### src/rtl/core/hrlvs_pkg.sv
// Shared constants, types and command structures for the hybrid reuse/LRU victim selector.
package hrlvs_pkg;
  localparam int NUM_SETS     = 2048;
  localparam int NUM_WAYS     = 16;
  localparam int PRED_ENTRIES = 4096;
  localparam int SET_W        = $clog2(NUM_SETS);
  localparam int WAY_W        = $clog2(NUM_WAYS);
  localparam int PRED_W       = $clog2(PRED_ENTRIES);
  localparam int LINE_AW      = SET_W + WAY_W;
  localparam int CNT_W        = 32;
  localparam int STAMP_W      = 32;
  localparam int REUSE_W      = 3;
  localparam int WIN_W        = 16;
  localparam int THR_W        = 9;
  localparam int CFG_IDX_W    = 8;
  localparam int CFG_DATA_W   = 16;
  localparam int PC_W         = 48;

  localparam logic [REUSE_W-1:0] REUSE_MAX  = 3'd7;
  localparam logic [REUSE_W-1:0] CAND_LIMIT = 3'd2;
  localparam logic [WIN_W-1:0]   WIN_RESET  = 16'd128;
  localparam logic [THR_W-1:0]   THR_RESET  = 9'd210;

  localparam logic [CFG_IDX_W-1:0] CFG_IDX_WINDOW    = 8'd0;
  localparam logic [CFG_IDX_W-1:0] CFG_IDX_THRESHOLD = 8'd1;

  localparam logic KIND_VICTIM = 1'b0;
  localparam logic KIND_UPDATE = 1'b1;

  typedef struct packed {
    logic                load;
    logic                clr_en;
    logic [LINE_AW-1:0]  clr_addr;
    logic                set_calc;
    logic                strm_calc;
    logic                scan_issue;
    logic                upd_rd;
    logic                upd_old;
    logic                age_issue;
    logic                out_load;
    logic [WAY_W-1:0]    way_sel;
  } dp_cmd_t;

  typedef struct packed {
    logic kind;
  } dp_status_t;

  function automatic logic [CNT_W-1:0] sat_inc(input logic [CNT_W-1:0] v);
    sat_inc = (v == '1) ? v : v + 1'b1;
  endfunction
endpackage

### src/rtl/core/hrlvs_ctrl.sv
// Controller: clearing pass, handshakes and sequencing of victim requests and updates.
module hrlvs_ctrl (
  input  logic                    clk,
  input  logic                    rst_n,
  input  logic                    in_valid,
  output logic                    in_ready,
  output logic                    out_valid,
  input  logic                    out_ready,
  output hrlvs_pkg::dp_cmd_t      cmd,
  input  hrlvs_pkg::dp_status_t   status
);
  import hrlvs_pkg::*;

  typedef enum logic [3:0] {
    S_CLR, S_IDLE, S_SETRD, S_SETCALC, S_STRM, S_VSCAN, S_VDRAIN, S_VOUT,
    S_UOLD, S_USCAN, S_UDRAIN
  } state_t;

  state_t             state_r;
  logic [LINE_AW-1:0] cnt_r;
  logic               out_valid_r;
  logic               out_free;

  assign in_ready  = (state_r == S_IDLE);
  assign out_valid = out_valid_r;
  assign out_free  = !out_valid_r || out_ready;

  always_comb begin
    cmd            = '0;
    cmd.clr_addr   = cnt_r;
    cmd.way_sel    = cnt_r[WAY_W-1:0];
    case (state_r)
      S_CLR:     cmd.clr_en = 1'b1;
      S_IDLE:    cmd.load = in_valid;
      S_SETCALC: begin
        cmd.set_calc = 1'b1;
        cmd.upd_rd   = (status.kind == KIND_UPDATE);
      end
      S_STRM:    cmd.strm_calc = 1'b1;
      S_VSCAN:   cmd.scan_issue = 1'b1;
      S_VOUT:    cmd.out_load = out_free;
      S_UOLD:    cmd.upd_old = 1'b1;
      S_USCAN:   cmd.age_issue = 1'b1;
      default:   cmd.load = 1'b0;
    endcase
  end

  always_ff @(posedge clk) begin
    if (!rst_n) begin
      state_r     <= S_CLR;
      cnt_r       <= '0;
      out_valid_r <= 1'b0;
    end else begin
      if (state_r == S_VOUT && out_free) begin
        out_valid_r <= 1'b1;
      end else if (out_ready) begin
        out_valid_r <= 1'b0;
      end
      case (state_r)
        S_CLR: begin
          cnt_r <= cnt_r + 1'b1;
          if (cnt_r == '1) begin
            state_r <= S_IDLE;
          end
        end
        S_IDLE: begin
          if (in_valid) begin
            state_r <= S_SETRD;
          end
        end
        S_SETRD:   state_r <= S_SETCALC;
        S_SETCALC: begin
          cnt_r   <= '0;
          state_r <= (status.kind == KIND_UPDATE) ? S_UOLD : S_STRM;
        end
        S_STRM:    state_r <= S_VSCAN;
        S_VSCAN: begin
          if (cnt_r[WAY_W-1:0] == '1) begin
            cnt_r   <= '0;
            state_r <= S_VDRAIN;
          end else begin
            cnt_r <= cnt_r + 1'b1;
          end
        end
        S_VDRAIN: begin
          cnt_r <= cnt_r + 1'b1;
          if (cnt_r[0]) begin
            state_r <= S_VOUT;
          end
        end
        S_VOUT: begin
          if (out_free) begin
            state_r <= S_IDLE;
          end
        end
        S_UOLD:    state_r <= S_USCAN;
        S_USCAN: begin
          cnt_r <= cnt_r + 1'b1;
          if (cnt_r[WAY_W-1:0] == '1) begin
            state_r <= S_UDRAIN;
          end
        end
        S_UDRAIN:  state_r <= S_IDLE;
        default:   state_r <= S_IDLE;
      endcase
    end
  end
endmodule

### config.mk
export PLATFORM = sky130hd
export DESIGN_NAME = hrlvs_ctrl
export DESIGN_NICKNAME = d
export VERILOG_FILES = /design/src/rtl/core/hrlvs_pkg.sv /design/src/rtl/core/hrlvs_ctrl.sv
export SDC_FILE = /design/constraint.sdc
export NUM_CORES = 1
export LEC_CHECK = 0
export BUFFER_PORTS_ARGS = -buffer_cell sky130_fd_sc_hd__buf_2
export CORE_UTILIZATION = 32
export CTS_BUF_LIST = sky130_fd_sc_hd__clkbuf_16
export DETAILED_ROUTE_END_ITERATION = 12
export HOLD_SLACK_MARGIN = 0.08
export PLACE_DENSITY_LB_ADDON = 0.08
export SYNTH_ARGS = -nofsm -noshare
export SYNTH_HDL_FRONTEND = slang
export SYNTH_SLANG_ARGS = --single-unit
### constraint.sdc
create_clock -name clk -period 2.3 [get_ports clk]
set_input_delay 0.46 -clock clk [delete_from_list [all_inputs] [get_ports clk]]
set_output_delay 0.46 -clock clk [all_outputs]
set_load 0.005 [all_outputs]
==> results of run 1 <==
## critical path: cells and delay by family, from the launching register on
| kind | cells | cell delay [ns] |
|---|---|---|
| buffers and inverters | 2 | 0.16 |
| flip-flops | 1 | 0.67 |
| AND/OR/NAND/NOR | 3 | 0.60 |
## final cells by class
type / instances / area [um^2]
Multi-Input combinational cell: 112 / 724
Fill cell: 407 / 2150
Timing Repair Buffer: 41 / 223
Tap cell: 48 / 60.1
Clock buffer: 3 / 75.1
Inverter: 6 / 22.5
Clock inverter: 1 / 3.75
Sequential cell: 20 / 400
## logic make-up (layout without fill, tap and decap cells)
kind of cell,Yosys count,in the layout,share of synthesized area
AOI/OAI and AO/OA,30,30,0.162
xor gates and xnor gates,12,12,0.0979
adders and majority gates,2,2,0.0204
buffers and inverters,20,51,0.0836
DFF,20,20,0.326
muxes,1,1,0.00816
and+or+nand+nor,67,67,0.302
## worst max-delay path by stage
stage | startpoint | endpoint | depth (start not counted)
6_report | state_r[0] | cmd[7] | 5
5_1_grt | state_r[0] | cmd[7] | 5
4_1_cts | state_r[0] | cmd[7] | 5
3_5_place_dp | state_r[0] | cnt_r[6] | 4
3_3_place_gp | state_r[0] | cnt_r[6] | 4
2_1_floorplan | state_r[2] | cnt_r[6] | 5
## routing by layer
metal,global-route usage,share of wire,vias up
met3,0.0214,0.031,4
met5,0,0,-
met4,0.0767,0.015,0
li1,-,-,611
met1,0.209,0.49,551
met2,0.254,0.46,21
## cell usage in the layout (no fill, tap or decap), types with 2 or more instances in the layout
| master | n |
|---|---|
| nand4_1 | 7 |
| a211oi_1 | 2 |
| clkbuf_16 | 3 |
| a21oi_1 | 10 |
| nor3_1 | 3 |
| dfxtp_1 | 20 |
| nor2b_1 | 2 |
| xnor2_1 | 2 |
| xor2_1 | 9 |
| ha_1 | 2 |
| nand2b_1 | 3 |
| buf_4 | 7 |
| inv_1 | 6 |
| nor2_1 | 16 |
| buf_2 | 34 |
| nand2_1 | 13 |
| nand4bb_1 | 2 |
| a31oi_1 | 2 |
| nor4_1 | 3 |
| o21ai_1 | 2 |
| o21ai_0 | 3 |
| nand3_1 | 5 |
| and3_1 | 4 |
| nor3b_1 | 2 |
## per-stage QoR
stage,area (um^2),util,setup WS [ns]
floorplan,1230,-,0.492
global placement,1430,0.391,0.367
detailed placement,1430,0.391,0.315
CTS,1510,0.412,0.162
global route,1510,0.412,0.0248
finish,1510,0.412,0.164
## power breakdown
group | internal, mW | switching (mW)
Sequential | 0.369 | 0.0333
Combinational | 0.0973 | 0.0977
Clock | 0.232 | 0.135
## flip-flops by register name, summed over array words and instances (netlist names)
name / cells
state_r: 4
cnt_r: 15
out_valid: 1
==> impl_metrics.yaml, run 1 <==
routing:
  drt-initial-drc-count: 105
  drtPass1Iterations: 4
  ant_nets: 0
  wire_per_inst_um: 13.3
  via_count: 1187
  routed_wl_um: 3070
  viasPerCell: 5.14
  route.detailed.drc: 0
clocking:
  postCtsResizedCells: 0
  insertion_delay_ns: 0.25
  clkTransAtPathRegs_ns: 0.06
  clock_path_buffers: 2
  tritoncts: "yes"
  post_cts_buffers: 0
  cts_hold_buf: 0
  htreeDepth: 1
  numCtsBuffers: 3
  cts_sinks: 20
  root_buffer: "clkbuf_16"
yosys:
  synth_seq_cells: 20
  netlist_area_mm2: 0.00123
  synth_common_cells: "dfxtp_1 (20), nor2_1 (16), nand2_1 (13)"
  ys_async_sr_fraction: 0
  ys_types: 45
  synth_fp_nets: 159
  synth_top_area_cell: "dfxtp_1"
  ys_seq_area_frac: 0.326
  synth_cells: 152
  synthFlopType: "dfxtp_1"
  synth.top_cell.area_share: 0.326
  synth_warnings: 0
  postSynthAreaPerCell_um2: 8.08
  synth.most_common_cell: "dfxtp_1"
  synth_edf_count: 0
  ys_top_cells_by_area: "dfxtp_1 (33%), xor2_1 (6.4%), nor2_1 (4.9%), a21oi_1 (4.1%), nand2_1 (4.0%)"
timing:
  period_needed_ns: 2.14
  fmax_ghz: 0.468
  finalCritPeriodShare: 0.929
  hold_ws_ns: 0.480
  fin_worst_skew_ns: 0.00106
  setup_viol: 0
  slew_viol_final: 0
  setup_tns_ns: 0
  tightest_slew_ns: 0.560
  relSlewSlack: 0.626
  finalHoldViolCount: 0
  rsz0062_at_grt: "false"
worst_setup_path:
  crit_required_ns: 1.84
  worstReg2RegStart: "state_r[0]"
  timing.rr.end: "cnt_r[6]"
  worstPathArrival_ns: 1.68
  reg2reg_slack_ns: 0.27
  critPathLaunchType: "flip-flop"
  critical_path.slowest_cell: "dfxtp_1"
  end_kind: "primary output"
  ff2ff_path_depth: 4
  critPathMaxFanout: 17
  cp_cell_sequence: "nand2b_1 > nor2_1 > nand2_1 > inv_1 > buf_2"
  worstSetupPathType: "reg2out"
  cpPeakStageDelay_ns: 0.67
pwr:
  design_power_total_uw: 964
  powerDensity_mw_per_mm2: 639
  power.leakage_nw: 0.695
  ir_drop_v: 0.000316
global_routing:
  antenna_found_initial: 0
  grt_pass1_vias: 1029
  grt_pass1_wl_um: 4950
  grt_max_degree: 18
  gr-total-overflow: 0
  grt_usage: 0.159
cells_and_area:
  num_antenna_cells: 0
  drive_gt1_frac: 0.257
  area_growth_pct: 22.9
  fin_cells: 231
  nets: 191
placement:
  port_buffers: 34
  place_hpwl_um: 2310
  place_inst: 227
  place_congestion: 0.793
floorplan:
  coreArea_mm2: 0.00366
  die-height_um: 63.9
  start_util: 0.335
  die_area_mm2: 0.00409
  io-pin-count: 35
  die_x_um: 63.9
  rows: 22
worst_hold_path:
  worstHoldStart: "status"
  hold_path_depth: 3
  min_path_type: "in2reg"
  holdPathEnd: "state_r[3]"
status:
  status: "finished, final reports clean"
run:
  drv_cap: 0
Note: power is estimated with default switching activity, not from simulation.
==> inputs of run 2 (changes only) <==
--- a/config.mk
+++ b/config.mk
@@ -5,10 +5,12 @@
 export SDC_FILE = /design/constraint.sdc
 export NUM_CORES = 1
 export LEC_CHECK = 0
+export ABC_AREA = 1
 export BUFFER_PORTS_ARGS = -buffer_cell sky130_fd_sc_hd__buf_2
 export CORE_UTILIZATION = 32
 export CTS_BUF_LIST = sky130_fd_sc_hd__clkbuf_16
 export DETAILED_ROUTE_END_ITERATION = 12
+export GPL_TIMING_DRIVEN = 0
 export HOLD_SLACK_MARGIN = 0.08
 export PLACE_DENSITY_LB_ADDON = 0.08
 export SYNTH_ARGS = -nofsm -noshare
==> constraint.sdc (replaced) <==
create_clock -name clk -period 2.5 [get_ports clk]
set_input_delay 0.5 -clock clk [delete_from_list [all_inputs] [get_ports clk]]
set_output_delay 0.5 -clock clk [all_outputs]
set_load 0.005 [all_outputs]
==> run 2 against run 1 <==
Sequential power fell by 4%. Highest routed layer unchanged. Global-route usage rose by 1.3 points. Critical endpoint unchanged. Routed wire length rose by 14%. Design area rose by 13%. Clock skew rose by 0.0072 ns. Critical path type unchanged. Setup slack improved by 0.48 ns.
==> impl_metrics.yaml, run 2 <==
status:
  status: "finished, final reports clean"
worst_setup_path:
  worstReg2RegStart: "cnt_r[0]"
  critPathLaunchType: "flip-flop"
  cpPeakStageDelay_ns: 0.46
  worstSetupPathType: "reg2out"
  timing.rr.end: "state_r[1]"
  cp_cell_sequence: "nand2_1 > nor2_4 > nand2_1 > inv_1 > buf_2"
  worstPathArrival_ns: 1.35
  ff2ff_path_depth: 9
  critical_path.slowest_cell: "dfxtp_1"
  reg2reg_slack_ns: 0.73
  crit_required_ns: 2.00
  end_kind: "primary output"
  cpMostUsedCell: "nand2_1"
  critPathMaxFanout: 7
routing:
  drt-initial-drc-count: 68
  wire_per_inst_um: 11.3
  route.detailed.drc: 0
  drtPass1Iterations: 4
  viasPerCell: 4.70
  ant_nets: 0
  routed_wl_um: 3510
  via_count: 1463
worst_hold_path:
  holdPathEnd: "cnt_r[9]"
  worstHoldStart: "cnt_r[9]"
  min_path_type: "reg2reg"
  hold_path_depth: 2
timing:
  finalCritPeriodShare: 0.741
  fin_worst_skew_ns: 0.00826
  hold_ws_ns: 0.485
  layout_setup_ws_ns: 0.647
  relSlewSlack: 0.649
  finalHoldViolCount: 0
  setup_viol: 0
  fmax_ghz: 0.540
  slew_viol_final: 0
  period_needed_ns: 1.85
  rsz0062_at_grt: "false"
  tightest_slew_ns: 0.524
  setup_tns_ns: 0
global_routing:
  grt_usage: 0.172
  gr-total-overflow: 0
  grt_pass1_wl_um: 5900
  grt_pass1_vias: 1279
  antenna_found_initial: 0
  grt_max_degree: 13
clocking:
  numCtsBuffers: 3
  cts_hold_buf: 0
  clkTransAtPathRegs_ns: 0.06
  htreeDepth: 1
  insertion_delay_ns: 0.26
  root_buffer: "clkbuf_16"
  cts_sinks: 20
  postCtsResizedCells: 0
  clock_path_buffers: 2
  post_cts_buffers: 0
  tritoncts: "yes"
cells_and_area:
  num_antenna_cells: 0
  largest_reg_flops: 15
  area_growth_pct: 24.8
  fin_util: 0.419
  mostFrequentLayoutCells: "nand2_1 (62), buf_2 (34), nor2_1 (32), inv_1 (29), nand3_1 (22)"
  nets: 269
  layout_commonest_cell: "nand2_1"
  largest-register: "cnt_r"
  drive_gt1_frac: 0.215
yosys:
  synth_top_area_cell: "dfxtp_1"
  synth.most_common_cell: "nand2_1"
  synth_edf_count: 0
  ys_seq_area_frac: 0.294
  synth_common_cells: "nand2_1 (62), nor2_1 (32), inv_1 (29)"
  synth_warnings: 0
  postSynthAreaPerCell_um2: 6.11
  synth_cells: 223
  ys_top_cells_by_area: "dfxtp_1 (29%), nand2_1 (17%), nor2_1 (8.8%), nand3_1 (8.1%), inv_1 (8.0%)"
  ys_async_sr_fraction: 0
  synth_seq_cells: 20
  netlist_area_mm2: 0.00136
  synth.top_cell.area_share: 0.294
  ys_types: 26
  synthFlopType: "dfxtp_1"
  synth_fp_nets: 230
pwr:
  powerDensity_mw_per_mm2: 816
  design_power_total_mw: 1.39
  power.leakage_nw: 0.833
  ir_drop_v: 0.000471
floorplan:
  die_x_um: 67.3
  die_area_mm2: 0.00452
  io-pin-count: 35
  rows: 23
  coreArea_mm2: 0.00406
  start_util: 0.336
  die-height_um: 67.3
placement:
  port_buffers: 34
  place_congestion: 0.843
  place_hpwl_um: 2800
  dp_slack_ns: 0.749
run:
  drv_cap: 0
[run 2: changes by cell type in the layout (fill, tap and decap cells not counted), moves of 4 or more]
cell and delta:
nor2_1 +16, a21oi_1 +5, and3_1 -4, nand3_1 +17
inv_1 +23, xor2_1 -7, nand2_1 +49
[run 2: where the power goes]
group	switching, mW	leakage [nW]	internal, mW
registers	0.0365	0.162	0.349
clock network	0.130	0.0511	0.318
logic	0.355	0.620	0.198
total	0.522	0.833	0.865
[run 2: worst max path at each step]
stage / startpoint / end / slack, ns
floorplan: cnt_r[0] / state_r[1] / 1.02
global placement: cnt_r[0] / state_r[1] / 0.73
detailed placement: cnt_r[0] / state_r[1] / 0.75
CTS: state_r[1] / cmd[7] / 0.65
global route: cnt_r[0] / state_r[1] / 0.49
finish: state_r[1] / cmd[7] / 0.65
[run 2: per-layer routing]
layer	part of all wire	global-route usage	up-vias	wire (um)
li1	-	-	782	-
met1	0.50	0.232	641	1770
met2	0.44	0.283	35	1560
met3	0.046	0.0372	5	161
met4	0.0065	0.0319	0	23
met5	0	0	-	0
[run 2: final cells by class]
type	instances	area, um^2
fill	459	2360
multi-input combinational	165	793
sequential	20	400
timing repair buffer	34	170
inverter	32	120
clock buffer	3	75.1
tap	50	62.6
buffer	6	48.8
clock inverter	1	30.0
[run 2: cell families after synthesis]
group | synth area share
simple gates | 0.450
buf+inv | 0.124
compound gates | 0.101
flops | 0.294
xor+xnor | 0.0129
fa+ha+maj | 0.0184
[run 2: worst max-delay path: cells and delay by family, from the launching register on]
family	cells	cell delay (ns)
flip-flops	1	0.46
buffers and inverters	2	0.16
AND/OR/NAND/NOR	3	0.47
[run 2: through the flow]
step	instances	area, um^2
2_1_floorplan	223	1360
3_3_place_gp	307	1600
4_1_cts	311	1700
5_1_grt	311	1700
6_report	311	1700
3_5_place_dp	307	1600
==> inputs of run 3 (changes only) <==
==> constraint.sdc (replaced) <==
create_clock -name clk -period 1.9 [get_ports clk]
set_input_delay 0.38 -clock clk [delete_from_list [all_inputs] [get_ports clk]]
set_output_delay 0.38 -clock clk [all_outputs]
set_load 0.005 [all_outputs]
==> run 3 against run 2 <==
Die area is the same. Core utilization grew 0.22 points. Highest routed layer unchanged. Clock skew is essentially flat. Combinational power grew 32%. Critical endpoint unchanged. Worst hold slack lost 0.057 ns. Non-clock buffer count is the same.
==> impl_metrics.yaml, run 3 (same netlist as run 2, synthesis figures left out) <==
status:
  status: "finished, final reports clean"
global_routing:
  grt_pass1_wl_um: 5900
  grt_max_degree: 13
  antenna_found_initial: 0
  gr-total-overflow: 0
  grt_usage: 0.172
  grt_pass1_vias: 1279
clocking:
  tritoncts: "yes"
  insertion_delay_ns: 0.26
  htreeDepth: 1
  clock_path_buffers: 2
  cts_sinks: 20
  clkTransAtPathRegs_ns: 0.06
  numCtsBuffers: 3
  root_buffer: "clkbuf_16"
cells_and_area:
  area_growth_pct: 25.4
  drive_gt1_frac: 0.218
  num_antenna_cells: 0
  mostFrequentLayoutCells: "nand2_1 (62), buf_2 (34), nor2_1 (32), inv_1 (29), nand3_1 (22)"
  nets: 269
  largest_reg_flops: 15
  fin_cells: 311
  largest-register: "cnt_r"
  layout_commonest_cell: "nand2_1"
pwr:
  power.leakage_nw: 0.835
  swShare: 0.376
  power_frac_seq: 0.277
  powerDensity_mw_per_mm2: 1070
  ir_drop_v: 0.000620
  power_frac_comb: 0.401
  power_switching_uw: 688
  clkPwrFrac: 0.322
  p_int_mw: 1.14
floorplan:
  die_area_mm2: 0.00452
  io-pin-count: 35
  start_util: 0.336
  die-height_um: 67.3
  die_x_um: 67.3
  rows: 23
  coreArea_mm2: 0.00406
timing:
  fmax_ghz: 0.576
  slew_viol_final: 0
  finalCritPeriodShare: 0.913
  finalHoldViolCount: 0
  tightest_slew_ns: 0.526
  rsz0062_at_grt: "false"
  setup_tns_ns: 0
  fin_worst_skew_ns: 0.00832
  period_needed_ns: 1.74
  setup_viol: 0
  relSlewSlack: 0.648
worst_setup_path:
  cpPeakStageDelay_ns: 0.46
  critPathLaunchType: "flip-flop"
  worstSetupPathType: "reg2out"
  cp_cell_sequence: "nand2_1 > nor2_4 > nand2_1 > inv_1 > buf_2"
  critical_path_buf_inv_count: 2
  startpoint: "state_r[1]"
  critPathMaxFanout: 7
  end_kind: "primary output"
  worstPathArrival_ns: 1.36
  critical_path.slowest_cell: "dfxtp_1"
  cp_top_family: "simple AND/OR/NAND/NOR gates"
  worstReg2RegStart: "state_r[1]"
  crit_required_ns: 1.52
  cpMostUsedCell: "nand2_1"
placement:
  place_inst: 307
  place_hpwl_um: 2800
  place_congestion: 0.843
  port_buffers: 34
worst_hold_path:
  worstHoldStart: "rst_n"
  min_path_type: "in2reg"
routing:
  via_count: 1465
  drtPass1Iterations: 4
  routed_wl_um: 3530
  route.detailed.drc: 0
  drt-initial-drc-count: 67
  wire_per_inst_um: 11.3
  viasPerCell: 4.71
  ant_nets: 0
run:
  drv_cap: 0
-- run 3: final cells by class --
| class | count | area [um^2] |
|---|---|---|
| plain buffers | 6 | 48.8 |
| clock buffers | 3 | 75.1 |
| clock inverters | 1 | 30.0 |
| fillers | 459 | 2350 |
| inverters | 32 | 120 |
| multi-input cells | 165 | 802 |
| flip-flops and latches | 20 | 400 |
| well taps | 50 | 62.6 |
| repair buffers | 34 | 170 |
-- run 3: worst paths after layout --
kind | cells past startpoint | to | slack [ns]
worst max-delay path | 5 | cmd[7] | 0.16
worst min-delay path | 3 | state_r[1] | 0.43
worst max register to register | 9 | cnt_r[13] | 0.25
worst min register to register | 2 | cnt_r[9] | 0.48
-- run 3: worst reg2reg max path: cells and delay by family, from the launching register on --
kind / cells / cell delay (ns)
AO/OA/AOI/OAI: 1 / 0.13
buffers and inverters: 1 / 0.17
flip-flops: 1 / 0.46
AND/OR/NAND/NOR: 7 / 0.77
-- run 3: per-layer routing --
layer | vias up | global-route usage | share of wire
met5 | - | 0 | 0
met4 | 0 | 0.0319 | 0.0065
met2 | 35 | 0.283 | 0.44
met1 | 644 | 0.232 | 0.50
met3 | 5 | 0.0372 | 0.045
li1 | 781 | - | -
-- run 3: power by group through the flow --
stage | clock network [mW] | logic (mW) | registers, mW
floorplan | 0 | 0.522 | 0.509
global placement | 0 | 0.734 | 0.516
detailed placement | 0 | 0.730 | 0.515
CTS | 0.613 | 0.734 | 0.506
global route | 0.625 | 0.834 | 0.514
finish | 0.589 | 0.734 | 0.507
-- run 3: stage by stage --
| step | hold slack, ns | total power [mW] | setup slack [ns] | cell area [um^2] | utilization |
|---|---|---|---|---|---|
| after floorplan | 0.467 | 1.03 | 0.417 | 1360 | - |
| after global placement | 0.472 | 1.25 | 0.131 | 1600 | 0.393 |
| after detailed placement | 0.474 | 1.25 | 0.149 | 1600 | 0.393 |
| after CTS | 0.421 | 1.85 | 0.129 | 1700 | 0.419 |
| after global routing | 0.441 | 1.97 | 0.0404 | 1710 | 0.421 |
| final | 0.428 | 1.83 | 0.164 | 1710 | 0.421 |
-- run 3: repair_timing --
| action | in CTS | in global routing |
|---|---|---|
| hold buffers | 0 | 0 |
| gates resized for setup | 0 | 2 |
| endpoints found under the setup margin | 0 | 4 |
| setup buffers | 0 | 0 |
